===== config.mk =====
export PLATFORM = sky130hd
export DESIGN_NAME = signed_int_to_decimal_ascii_core
export DESIGN_NICKNAME = d
export VERILOG_FILES = /design/src/rtl/sitoa_pkg.sv /design/src/rtl/sitoa_bcd.sv /design/src/rtl/signed_int_to_decimal_ascii_core.sv
export SDC_FILE = /design/constraint.sdc
export NUM_CORES = 1
export LEC_CHECK = 0
export BUFFER_PORTS_ARGS = -buffer_cell sky130_fd_sc_hd__clkbuf_2
export CAP_MARGIN = 10
export CORE_MARGIN = 2
export CORE_UTILIZATION = 45
export CTS_CLUSTER_DIAMETER = 100
export DETAILED_ROUTE_END_ITERATION = 7
export PLACE_DENSITY = 0.72
export SYNTH_ARGS = -nofsm -noshare
export SYNTH_HDL_FRONTEND = slang
export SYNTH_SLANG_ARGS = --single-unit

===== constraint.sdc =====
create_clock -name clk -period 2.4 [get_ports clk]
set_input_delay 0.36 -clock clk [delete_from_list [all_inputs] [get_ports clk]]
set_output_delay 0.36 -clock clk [all_outputs]
set_load 0.02 [all_outputs]

===== src/rtl/sitoa_pkg.sv =====
// Shared constants, control struct and digit-count helper for the
// signed integer to decimal ASCII converter. No dependencies.
package sitoa_pkg;

  localparam int VALUE_WIDTH = 32;

  // Decimal digits needed for the largest magnitude, 2^(VALUE_WIDTH-1).
  function automatic int digit_count(input int w);
    longint unsigned v;
    int n;
    v = 64'd1 << (w - 1);
    n = 0;
    do begin
      v = v / 10;
      n++;
    end while (v != 0);
    return n;
  endfunction

  localparam int NUM_DIGITS = digit_count(VALUE_WIDTH);
  localparam int DIGIT_BITS = NUM_DIGITS * 4;
  localparam int CNT_W      = $clog2(VALUE_WIDTH + 1);
  localparam int LEFT_W     = $clog2(NUM_DIGITS + 1);

  localparam logic [7:0] CHAR_MINUS = 8'd45;
  localparam logic [7:0] CHAR_ZERO  = 8'd48;

  typedef struct packed {
    logic load;       // take a new magnitude, clear the BCD digits
    logic step;       // one shift-and-add-3 iteration
    logic shift_out;  // drop the top digit, move the rest up
  } sitoa_ctl_t;

endpackage


===== src/rtl/sitoa_bcd.sv =====
// Binary to BCD converter (shift-and-add-3), one input bit per step, and
// a digit shifter that presents the most significant digit. Uses sitoa_pkg.
module sitoa_bcd
  import sitoa_pkg::*;
(
  input  logic                   clk,
  input  sitoa_ctl_t             ctl,
  input  logic [VALUE_WIDTH-1:0] mag_in,
  output logic [3:0]             top_digit
);

  logic [DIGIT_BITS-1:0]  bcd;
  logic [DIGIT_BITS-1:0]  bcd_adj;
  logic [VALUE_WIDTH-1:0] mag;

  // Add 3 to every digit of 5 or more before the shift.
  always_comb begin
    for (int i = 0; i < NUM_DIGITS; i++) begin
      if (bcd[4*i +: 4] >= 4'd5) begin
        bcd_adj[4*i +: 4] = bcd[4*i +: 4] + 4'd3;
      end else begin
        bcd_adj[4*i +: 4] = bcd[4*i +: 4];
      end
    end
  end

  // Hold both registers when no control line is set.
  always_ff @(posedge clk) begin
    if (ctl.load) begin
      bcd <= '0;
      mag <= mag_in;
    end else if (ctl.step) begin
      bcd <= {bcd_adj[DIGIT_BITS-2:0], mag[VALUE_WIDTH-1]};
      mag <= {mag[VALUE_WIDTH-2:0], 1'b0};
    end else if (ctl.shift_out) begin
      bcd <= {bcd[DIGIT_BITS-5:0], 4'd0};
    end
  end

  assign top_digit = bcd[DIGIT_BITS-1 -: 4];

endmodule


===== src/rtl/signed_int_to_decimal_ascii_core.sv =====
// Signed integer to decimal ASCII text: top level with the sequencer.
// Uses sitoa_pkg and the sitoa_bcd converter.
//
// One value is taken at a time. After a beat is accepted, the magnitude is
// converted to BCD by a shift-and-add-3 unit, one bit per cycle, for
// VALUE_WIDTH bits (32). Leading zero digits are then dropped at one digit
// per cycle, after which the text goes out one character per cycle while
// char_ready is high: '-' for a negative value, then the digits, with last
// on the final one. value_ready is high only while the block is idle.
module signed_int_to_decimal_ascii_core
  import sitoa_pkg::*;
(
  input  logic                   clk,
  input  logic                   rst,
  input  logic [VALUE_WIDTH-1:0] value,
  input  logic                   value_valid,
  output logic                   value_ready,
  output logic [7:0]             character,
  output logic                   last,
  output logic                   char_valid,
  input  logic                   char_ready
);

  typedef enum logic [2:0] {
    S_IDLE,
    S_CONV,
    S_SKIP,
    S_SIGN,
    S_DIGIT
  } state_t;

  state_t             state;
  logic               negative;
  logic [CNT_W-1:0]   bitcnt;
  logic [LEFT_W-1:0]  left;
  logic [3:0]         top_digit;
  logic [VALUE_WIDTH-1:0] mag_in;
  logic               skip_zero;
  sitoa_ctl_t         ctl;

  // Unsigned negation, so the most negative value keeps its full magnitude.
  assign mag_in = value[VALUE_WIDTH-1] ? (~value + 1'b1) : value;

  assign skip_zero = (top_digit == 4'd0) && (left > LEFT_W'(1));

  assign value_ready = (state == S_IDLE);
  assign char_valid  = (state == S_SIGN) || (state == S_DIGIT);
  assign character   = (state == S_SIGN) ? CHAR_MINUS : (CHAR_ZERO + {4'd0, top_digit});
  assign last        = (state == S_DIGIT) && (left == LEFT_W'(1));

  always_comb begin
    ctl.load      = (state == S_IDLE) && value_valid;
    ctl.step      = (state == S_CONV);
    ctl.shift_out = ((state == S_SKIP) && skip_zero) ||
                    ((state == S_DIGIT) && char_ready && (left != LEFT_W'(1)));
  end

  sitoa_bcd u_bcd (
    .clk       (clk),
    .ctl       (ctl),
    .mag_in    (mag_in),
    .top_digit (top_digit)
  );

  always_ff @(posedge clk) begin
    if (rst) begin
      state    <= S_IDLE;
      negative <= 1'b0;
      bitcnt   <= '0;
      left     <= '0;
    end else begin
      unique case (state)
        S_IDLE: begin
          if (value_valid) begin
            negative <= value[VALUE_WIDTH-1];
            bitcnt   <= CNT_W'(VALUE_WIDTH);
            state    <= S_CONV;
          end
        end
        S_CONV: begin
          bitcnt <= bitcnt - 1'b1;
          if (bitcnt == CNT_W'(1)) begin
            left  <= LEFT_W'(NUM_DIGITS);
            state <= S_SKIP;
          end
        end
        S_SKIP: begin
          // Drop leading zeros, keep at least one digit.
          if (skip_zero) begin
            left <= left - 1'b1;
          end else begin
            state <= negative ? S_SIGN : S_DIGIT;
          end
        end
        S_SIGN: begin
          if (char_ready) begin
            state <= S_DIGIT;
          end
        end
        S_DIGIT: begin
          if (char_ready) begin
            if (left == LEFT_W'(1)) begin
              state <= S_IDLE;
            end else begin
              left <= left - 1'b1;
            end
          end
        end
        default: state <= S_IDLE;
      endcase
    end
  end

  a_no_overlap: assert property (@(posedge clk) disable iff (rst)
    !(value_ready && char_valid))
    else $error("input accepted while text still pending");

  a_digit_range: assert property (@(posedge clk) disable iff (rst)
    (state == S_DIGIT) |-> (top_digit <= 4'd9))
    else $error("BCD digit out of range");

  a_accept_conv: assert property (@(posedge clk) disable iff (rst)
    (value_valid && value_ready) |=> (state == S_CONV))
    else $error("accepted beat did not start conversion");

  a_last_idle: assert property (@(posedge clk) disable iff (rst)
    (char_valid && char_ready && last) |=> value_ready)
    else $error("not idle after final character");

  a_skip_left: assert property (@(posedge clk) disable iff (rst)
    (state == S_SKIP || state == S_DIGIT) |-> (left != '0))
    else $error("digit count underflow");

endmodule

# Word level (Yosys, flattened, before mapping)

Cells that the tools add are included.

Register bits: 86
Output and inout port bits: 11
Bits of input ports: 36
Word-level logic and storage cells: 96

Muxes and demuxes: 31
Bitwise operators: 1
Reduce and logical (&&, ||, !) cells: 18
Add/sub/neg operators: 14
Equal/unequal tests: 15
Magnitude comparators: 11

Operator list:

| kind                    | number |
|---|---|
| $mux W32                | 3 |
| $mux W40                | 2 |
| $mux W4                 | 13 |
| $ge A4 B3 Y1 const B    | 10 |
| $add A4 B2 Y4 const B   | 9 |
| $add A32 B1 Y32 const B | 1 |
| $not A32 Y32            | 1 |
| $mux W3                 | 8 |
| $pmux W3 S5             | 1 |
| $ne A2 B2 Y1 const B    | 6 |
| $pmux W4 S3             | 1 |
| $pmux W6 S2             | 1 |
| $add A6 B4 Y7 const A   | 1 |
| $mux W7                 | 1 |
| $eq A3 B2 Y1 const B    | 2 |
| $eq A6 B1 Y1 const B    | 1 |
| $logic_and A1 B1 Y1     | 6 |
| $mux W6                 | 1 |
| $reduce_and A6 Y1       | 1 |
| $reduce_bool A2 Y1      | 3 |
| $sub A6 B1 Y6 const B   | 1 |
| $reduce_and A5 Y1       | 1 |
| $eq A4 B1 Y1 const B    | 1 |
| $gt A4 B1 Y1 const B    | 1 |
| other kinds (11)        | 14 |

# Logic depth before layout (Yosys ltp)

Gate-level depths: netlist of the first run.

Depth in word-level cells: 6
Gate-level depth with buffers: 9
Mapped depth without buffers: 7

# Modules after synthesis

From an unflattened synthesis of the first run, not the netlist that was laid out.

Cell total of the unflattened synthesis: 593
Area total of the unflattened synthesis: 5,621.6 um^2

Modules (own cells, without submodules):

| module                           | seq. area each (um^2) | area each (um^2) | instances | cells each |
|---|---|---|---|---|
| sitoa_bcd                        | 1,761.7               | 4,042.6          | 1         | 386 |
| signed_int_to_decimal_ascii_core | 280.3                 | 1,579.0          | 1         | 207 |

# Least setup slack after synthesis of the first run

No wires, ideal clock.

Kind: reg2reg
Start point: register state[1]
End point: register u_bcd.mag[0] (enable)
Setup time: 389 ps
Period minus slack after synthesis: 2,581 ps
Path buffers: 4
Path slack: -181 ps
Stages on the path, launching flop included: 7
Data required time: 2,011 ps
Data arrival time: 2,192 ps
Cell sequence: dfxtp_1 > clkbuf_1 > or4b_1 > clkbuf_1 > buf_2 > buf_1 > nand2_1

Longest elaborated chain between the ends: 3
Elaborated cells on any way between the ends: 4
Those cells by class: eq/ne (1); reduce/logical (3)

Ends and longest elaborated chain:

| element                               | RTL line                               | source |
|---|---|---|
| from (decl)                           | signed_int_to_decimal_ascii_core.sv:32 | `state_t state;` |
| from (signal assigned)                | signed_int_to_decimal_ascii_core.sv:92 | `state <= negative ? S_SIGN : S_DIGIT;` |
| $logic_not A3 Y1                      | signed_int_to_decimal_ascii_core.sv:52 | `ctl.load = (state == S_IDLE) && value_valid;` |
| $logic_and A1 B1 Y1                   | signed_int_to_decimal_ascii_core.sv:52 |  |
| $reduce_bool A2 Y1 (no source line) * | --                                     |  |
| to (signal assigned)                  | sitoa_bcd.sv:31                        | `mag <= mag_in;` |
| to (signal assigned)                  | sitoa_bcd.sv:34                        | `mag <= {mag[VALUE_WIDTH-2:0], 1'b0};` |
| to (decl)                             | sitoa_bcd.sv:14                        | `logic [VALUE_WIDTH-1:0] mag;` |

Mark *: on every way between the ends. The rest lies on a longest branch, timed or not.
A chain may end at the register's enable or synchronous reset.

# Worst setup path after layout of the first run

Start point: register left[0]
End point: register u_bcd.bcd[0]

Longest elaborated chain between the ends: 5
Elaborated cells on any way between the ends: 7
Those cells by class: order compare (1); eq/ne (1); reduce/logical (5)

Ends and longest elaborated chain:

| element                               | RTL line                                | source |
|---|---|---|
| from (decl)                           | signed_int_to_decimal_ascii_core.sv:35  | `logic [LEFT_W-1:0] left;` |
| from (signal assigned)                | signed_int_to_decimal_ascii_core.sv:83  | `left <= LEFT_W'(NUM_DIGITS);` |
| from (signal assigned)                | signed_int_to_decimal_ascii_core.sv:90  | `left <= left - 1'b1;` |
| from (signal assigned)                | signed_int_to_decimal_ascii_core.sv:105 | `left <= left - 1'b1;` |
| $gt A4 B1 Y1                          | signed_int_to_decimal_ascii_core.sv:44  | `assign skip_zero = (top_digit == 4'd0) && (left > LEFT_W'(1));` |
| $logic_and A1 B1 Y1                   | signed_int_to_decimal_ascii_core.sv:44  |  |
| $logic_and A1 B1 Y1                   | signed_int_to_decimal_ascii_core.sv:54  | `ctl.shift_out = ((state == S_SKIP) && skip_zero) \|\|` |
| $logic_or A1 B1 Y1 *                  | signed_int_to_decimal_ascii_core.sv:54  |  |
| $reduce_bool A2 Y1 (no source line) * | --                                      |  |
| to (signal assigned)                  | sitoa_bcd.sv:33                         | `bcd <= {bcd_adj[DIGIT_BITS-2:0], mag[VALUE_WIDTH-1]};` |
| to (signal assigned)                  | sitoa_bcd.sv:36                         | `bcd <= {bcd[DIGIT_BITS-5:0], 4'd0};` |
| to (decl)                             | sitoa_bcd.sv:12                         | `logic [DIGIT_BITS-1:0] bcd;` |

Marked as above.

==> reports/results.tsv, run 1 <==
stage	metric	value	unit
clocking	hold_buffers	0	
placement	dp_slack	153	ps
floorplan	core_area	12000	sq um
clocking	postCtsSetupBuffers	0	
sta	setup_viol	0	
clocking	htree_levels	3	
sta	finalCritPeriodShare	91.1	%
synth	ys_seq_area_share	37.3	%
synth	syn_avg_cell_area	8.51	sq um
synth	synth_seq_cells	86	
placement	gp_congestion	0.892	
sta	slew_headroom	64.2	%
power	power_per_cell_area	1200	nW/um^2
worst_setup_path	crit_path_start_kind	flip-flop	
clocking	cts_tree	done	
power	p_leak	2.38	nW
routing	ant_nets	0	
global_route	grtUsageTotal	19.6	%
sta	fmax	458	MHz
clocking	root_buffer	clkbuf_16	
placement	place.detailed.hpwl	8520	microns
synth	async_flop_share	0	%
synth	synth_edf_count	32	
floorplan	die_x	114	microns
synth	synthCells	644	
synth	synth_top_area_share	19.7	%
finish	num_antenna_cells	0	
sta	rsz0062_at_grt	false	
floorplan	rows	40	
sta	maxSlewViolCount	0	
worst_setup_path	cp_data_required_time	2680	ps
job	maxCapViolCount	0	
clocking	numCtsBuffers	9	
synth	synth_commonest_cells	76 x nand2_1, 61 x o21ai_0, 54 x dfxtp_1	
sta	fin_skew	8.59	ps
floorplan	io_pins	47	
synth	synth_area	5480	sq um
sta	period_minus_slack	2190	ps
synth	yosysUniqueCellTypes	59	
routing	route.detailed.drc	0	
global_route	first_global_vias	4539	
routing	first_iter_violations	317	
routing	firstDrtPassIters	5	
routing	vias	4779	
min_path	hp-class	input port to flip-flop	
synth	synth_largest_area_cell	dfxtp_1	
finish	layout-area-overhead-vs-synth	12.4	%
placement	numPortBuffers	43	
worst_setup_path	worstPathMaxFanout	29	
worst_setup_path	end_kind	flip-flop	
global_route	grt_max_degree	33	
synth	ys.flop_type	dfxtp_1	
clocking	cts_resized	0	
floorplan	die_h	114	microns
global_route	grt.overflow.total	0	
worst_setup_path	criticalPathCategory	flip-flop to flip-flop	
power	ir_drop	0.551	mV
clocking	clk_pin_slew_worst_paths	60	ps
sta	finalWorstSetupSlack	215	ps
sta	tns	0	ps
floorplan	start_util	45.8	%
status	status	complete, no violations	
worst_setup_path	critical_path_arrival	2460	ps
clocking	clkSinkCount	86	
synth	yosys-top-cells-area	dfxtp_1 20%, edfxtp_1 18%, ha_1 5.7%	
synth	synth_most_common_cell	nand2_1	
routing	vias_per_cell	5.78	
synth	yosys_warnings	0	
global_route	antenna_found_initial	0	
sta	max_slew.worst_pin.slew	537	ps
clocking	clk_path_buf_depth	2	
global_route	grt_pass1_wl	21000	microns
routing	wl	12200	microns
finish	nets	736	
clocking	clock_latency	340	ps
floorplan	dieArea	13100	sq um
sta	finalHoldViolations	0	
finish	layout-drive-gt1-share	12.9	%
routing	routedWlPerCell	14.7	microns
where the power goes:
part           leakage [nW]  internal, mW  switching (mW)
logic                  1.47          1.31            1.91
clock network         0.145         0.899           0.559
registers             0.763          2.27           0.450
cell families (layout without fill, tap and decap cells):
group                      after synthesis  count (layout)  share of synthesized area, %
muxes                                   20              20                          3.65
xor gates and xnor gates                39              39                          6.23
other                                    2               3                         0.137
adders and majority gates               25              25                          5.71
and+or+nand+nor                        234             234                          22.1
AOI/OAI and AO/OA                      168             168                          19.6
buffers and inverters                   70             105                          5.34
DFF                                     86              86                          37.3
per-layer routing:
layer	up-vias	track usage, %	wire length (microns)
met2	125	33.5	5820
li1	2394	-	-
met4	0	3.25	126
met5	-	0	0
met3	13	5.35	620
met1	2247	25.3	5620
critical path, stage by stage (launching register included):
cell and delay [ps]:
dfxtp_1 350, inv_1 70, ha_1 180, or3b_1 410, and4_1 240, a211o_1 300
buf_4 250, o2bb2a_4 250, nor2_1 70
registers in the layout, summed over array words and instances, names as in the netlist:
| signal | cells |
|---|---|
| bitcnt | 6 |
| u_bcd.mag | 32 |
| left | 4 |
| u_bcd.bcd | 40 |
| negative | 1 |
| state | 3 |
through the flow:
| stage | cell area (sq um) | total power [mW] | hold slack (ps) | instances | utilization [%] |
|---|---|---|---|---|---|
| after floorplan | 5490 | 5.08 | 432 | 645 | - |
| after global placement | 5850 | 5.76 | 473 | 811 | 48.9 |
| after detailed placement | 5850 | 5.94 | 483 | 811 | 48.9 |
| after CTS | 6160 | 7.42 | 368 | 827 | 51.5 |
| after global routing | 6160 | 8.02 | 386 | 827 | 51.5 |
| final | 6160 | 7.39 | 378 | 827 | 51.5 |
worst paths after layout:
path	from	end	slack, ps	cells after the start
worst max register to register	left[0]$_SDFFE_PP0P_	u_bcd.bcd[0]$_SDFFE_PP0P_	210	8
worst min register to register	bitcnt[5]$_SDFFE_PP0P_	bitcnt[5]$_SDFFE_PP0P_	500	1
worst min-delay path	char_ready	state[2]$_SDFFE_PP0P_	380	3
worst max-delay path	left[0]$_SDFFE_PP0P_	u_bcd.bcd[0]$_SDFFE_PP0P_	210	8
area by class of cell:
| type | instances | area [sq um] |
|---|---|---|
| inverter | 29 | 109 |
| timing repair buffer | 60 | 355 |
| clock inverter | 6 | 76.3 |
| fill | 1091 | 5800 |
| clock buffer | 10 | 229 |
| sequential | 86 | 2040 |
| multi-input combinational | 489 | 3160 |
| tap | 147 | 184 |
layout by cell type, fill, tap and decap left out, types with 14 or more instances in the layout:
master	count
a21oi_1	28
nor2_1	41
buf_4	16
xor2_1	26
inv_1	29
dfxtp_1	54
nor3_1	39
o21ai_0	61
nand2_1	75
mux2i_1	20
ha_1	25
clkbuf_2	43
a211oi_1	14
o31ai_1	15
edfxtp_1	32
nand3_1	16
(Power assumes the default switching activity.)
==> run 2, diff against run 1 <==
--- a/config.mk
+++ b/config.mk
@@ -11,7 +11,8 @@
 export CORE_UTILIZATION = 45
 export CTS_CLUSTER_DIAMETER = 100
 export DETAILED_ROUTE_END_ITERATION = 7
-export PLACE_DENSITY = 0.72
+export PLACE_DENSITY = 0.64
+export SLEW_MARGIN = 40
 export SYNTH_ARGS = -nofsm -noshare
 export SYNTH_HDL_FRONTEND = slang
 export SYNTH_SLANG_ARGS = --single-unit
==> run 2 against run 1 <==
Against the previous run:
- wire length fell by 0.33%
- via count fell by 0.92%
- clock skew fell by 4.4 ps
- hold slack got worse by 11 ps
- final cell count fell by 0.12%
- first-iteration DRC count fell by 6.3%
- final area rose by 0.39%
- sequential power barely moved
- count of clock-buffer cells in the layout rose by 3
- critical path type unchanged
- largest cell class unchanged
==> reports/results.tsv, run 2 (same netlist as run 1, synthesis figures left out) <==
stage	metric	value	unit	change
global_route	grt_pass1_wl	21100	microns	+0.33%
routing	first_iter_violations	297		-6.3%
worst_setup_path	worstPathMaxFanout	39		+34%
clocking	htree_levels	3		unchanged
floorplan	rows	40		unchanged
global_route	grt_max_degree	40		+21%
routing	routedWlPerCell	14.7	microns	-0.21%
worst_setup_path	cp_data_required_time	2650	ps	-30 ps
job	maxCapViolCount	0		unchanged
sta	maxSlewViolCount	0		unchanged
finish	mostFrequentLayoutCell	nand2_1		
placement	numPortBuffers	43		unchanged
sta	slew_headroom	57.1	%	-7.1 points
clocking	cts_resized	0		unchanged
floorplan	start_util	45.8	%	unchanged
floorplan	dieArea	13100	sq um	unchanged
finish	largest_reg_flops	40		unchanged
finish	layout-area-overhead-vs-synth	12.8	%	
clocking	clk_path_buf_depth	2		unchanged
routing	vias	4735		-0.92%
finish	final_cell_mix	75 x nand2_1, 61 x o21ai_0, 54 x dfxtp_1		
worst_setup_path	end_kind	flip-flop		
power	ir_drop	0.382	mV	-31%
finish	largest-register	u_bcd.bcd		
power	internal_power	4.47	mW	about the same
routing	wl	12100	microns	-0.33%
sta	fin_skew	4.21	ps	-4.37 ps
sta	finalCritPeriodShare	92.2	%	+1.2 points
finish	layout-drive-gt1-share	13.1	%	+0.17 points
sta	fmax	452	MHz	-1.3%
power	comb_power_share	43.3	%	-0.2 points
worst_setup_path	crit_path_start_kind	flip-flop		
global_route	grt.overflow.total	0		unchanged
power	power_per_cell_area	1190	nW/um^2	-0.54%
clocking	clock_latency	340	ps	about the same
finish	design_area	6180	sq um	+0.39%
power	p_seq_share	37.0	%	+0.2 points
placement	gp_congestion	0.862		-3.3%
routing	ant_nets	0		unchanged
finish	num_antenna_cells	0		unchanged
power	p_sw_share	39.4	%	-0.091 points
placement	placed_area	5870	sq um	+0.30%
clocking	postCtsSetupBuffers	0		unchanged
clocking	hold_buffers	0		unchanged
global_route	first_global_vias	4585		+1.0%
power	pwr-share-clk	19.7	%	about the same
clocking	root_buffer	clkbuf_16		
finish	top_regs	u_bcd.bcd x40, u_bcd.mag x32, bitcnt x6		
sta	rsz0062_at_grt	false		
clocking	cts_tree	done		
floorplan	die_x	114	microns	unchanged
sta	finalHoldViolations	0		unchanged
min_path	hp-class	input port to flip-flop		
sta	tns	0	ps	unchanged
floorplan	die_h	114	microns	unchanged
sta	max_slew.worst_pin.slew	643	ps	+107 ps
clocking	clkSinkCount	86		unchanged
floorplan	core_area	12000	sq um	unchanged
power	power	7.38	mW	-0.16%
floorplan	io_pins	47		unchanged
routing	firstDrtPassIters	5		unchanged
sta	setup_viol	0		unchanged
worst_setup_path	criticalPathCategory	flip-flop to flip-flop		
global_route	grtUsageTotal	19.6	%	-0.054 points
worst_setup_path	critical_path_arrival	2460	ps	about the same
routing	vias_per_cell	5.73		-0.80%
status	status	complete, no violations		
clocking	clk_pin_slew_worst_paths	60	ps	about the same
global_route	antenna_found_initial	0		unchanged
power	p_switching	2.91	mW	-0.39%
routing	route.detailed.drc	0		unchanged
clocking	numCtsBuffers	9		unchanged
finish	nets	735		-0.14%
finish	instances_no_fill	826		-0.12%
placement	place.detailed.hpwl	8510	microns	-0.14%
power	p_leak	2.39	nW	+0.46%
sta	period_minus_slack	2210	ps	+28.4 ps
placement	place_inst	810		-0.12%
==> run 2: cell type report <==
cell class                      count  area (sq um)
Timing Repair Buffer               59           373
Sequential cell                    86          2040
Clock buffer                       13           272
Clock inverter                      3          40.0
Inverter                           29           109
Tap cell                          147           184
Fill cell                        1117          5780
Multi-Input combinational cell    489          3160
==> run 2: path summary, 6_finish.rpt <==
kind	startpoint	to	slack, ps	cells after the start
worst max register to register	u_bcd.bcd[36]$_SDFFE_PP0P_	u_bcd.bcd[17]$_SDFFE_PP0P_	190	8
worst min register to register	bitcnt[5]$_SDFFE_PP0P_	bitcnt[5]$_SDFFE_PP0P_	500	1
worst max-delay path	u_bcd.bcd[36]$_SDFFE_PP0P_	u_bcd.bcd[17]$_SDFFE_PP0P_	190	8
worst min-delay path	char_ready	state[2]$_SDFFE_PP0P_	370	3
==> run 2: through the flow <==
stage	hold WS [ps]	util (%)	setup WS [ps]
4_1_cts	356	51.7	208
2_1_floorplan	432	-	109
3_3_place_gp	468	49.1	211
6_report	367	51.7	186
3_5_place_dp	486	49.1	129
5_1_grt	385	51.7	63.8
==> run 2: power groups by stage <==
stage	Clock (mW)	Sequential [mW]	Combinational, mW
after floorplan	0	2.62	2.46
after global placement	0	2.72	3.07
after detailed placement	0	2.75	3.20
after CTS	1.49	2.73	3.22
after global routing	1.55	2.82	3.64
final	1.45	2.73	3.20
==> run 2: critical path: stages, from the launching register on <==
cell      delay [ps]
dfxtp_1          340
inv_1            120
ha_1             220
nor3b_1          420
and4_1           320
a21o_1           170
buf_12           220
nor3_1            80
a211oi_1         230
==> run 2: metal layers <==
layer  part of all wire (%)  up-vias  GRT usage, %
met5                      0        -             0
met4                    1.2        0          6.42
met3                    4.1       15          3.86
met2                     47      108          32.5
met1                     48     2224          25.6
li1                       -     2388             -
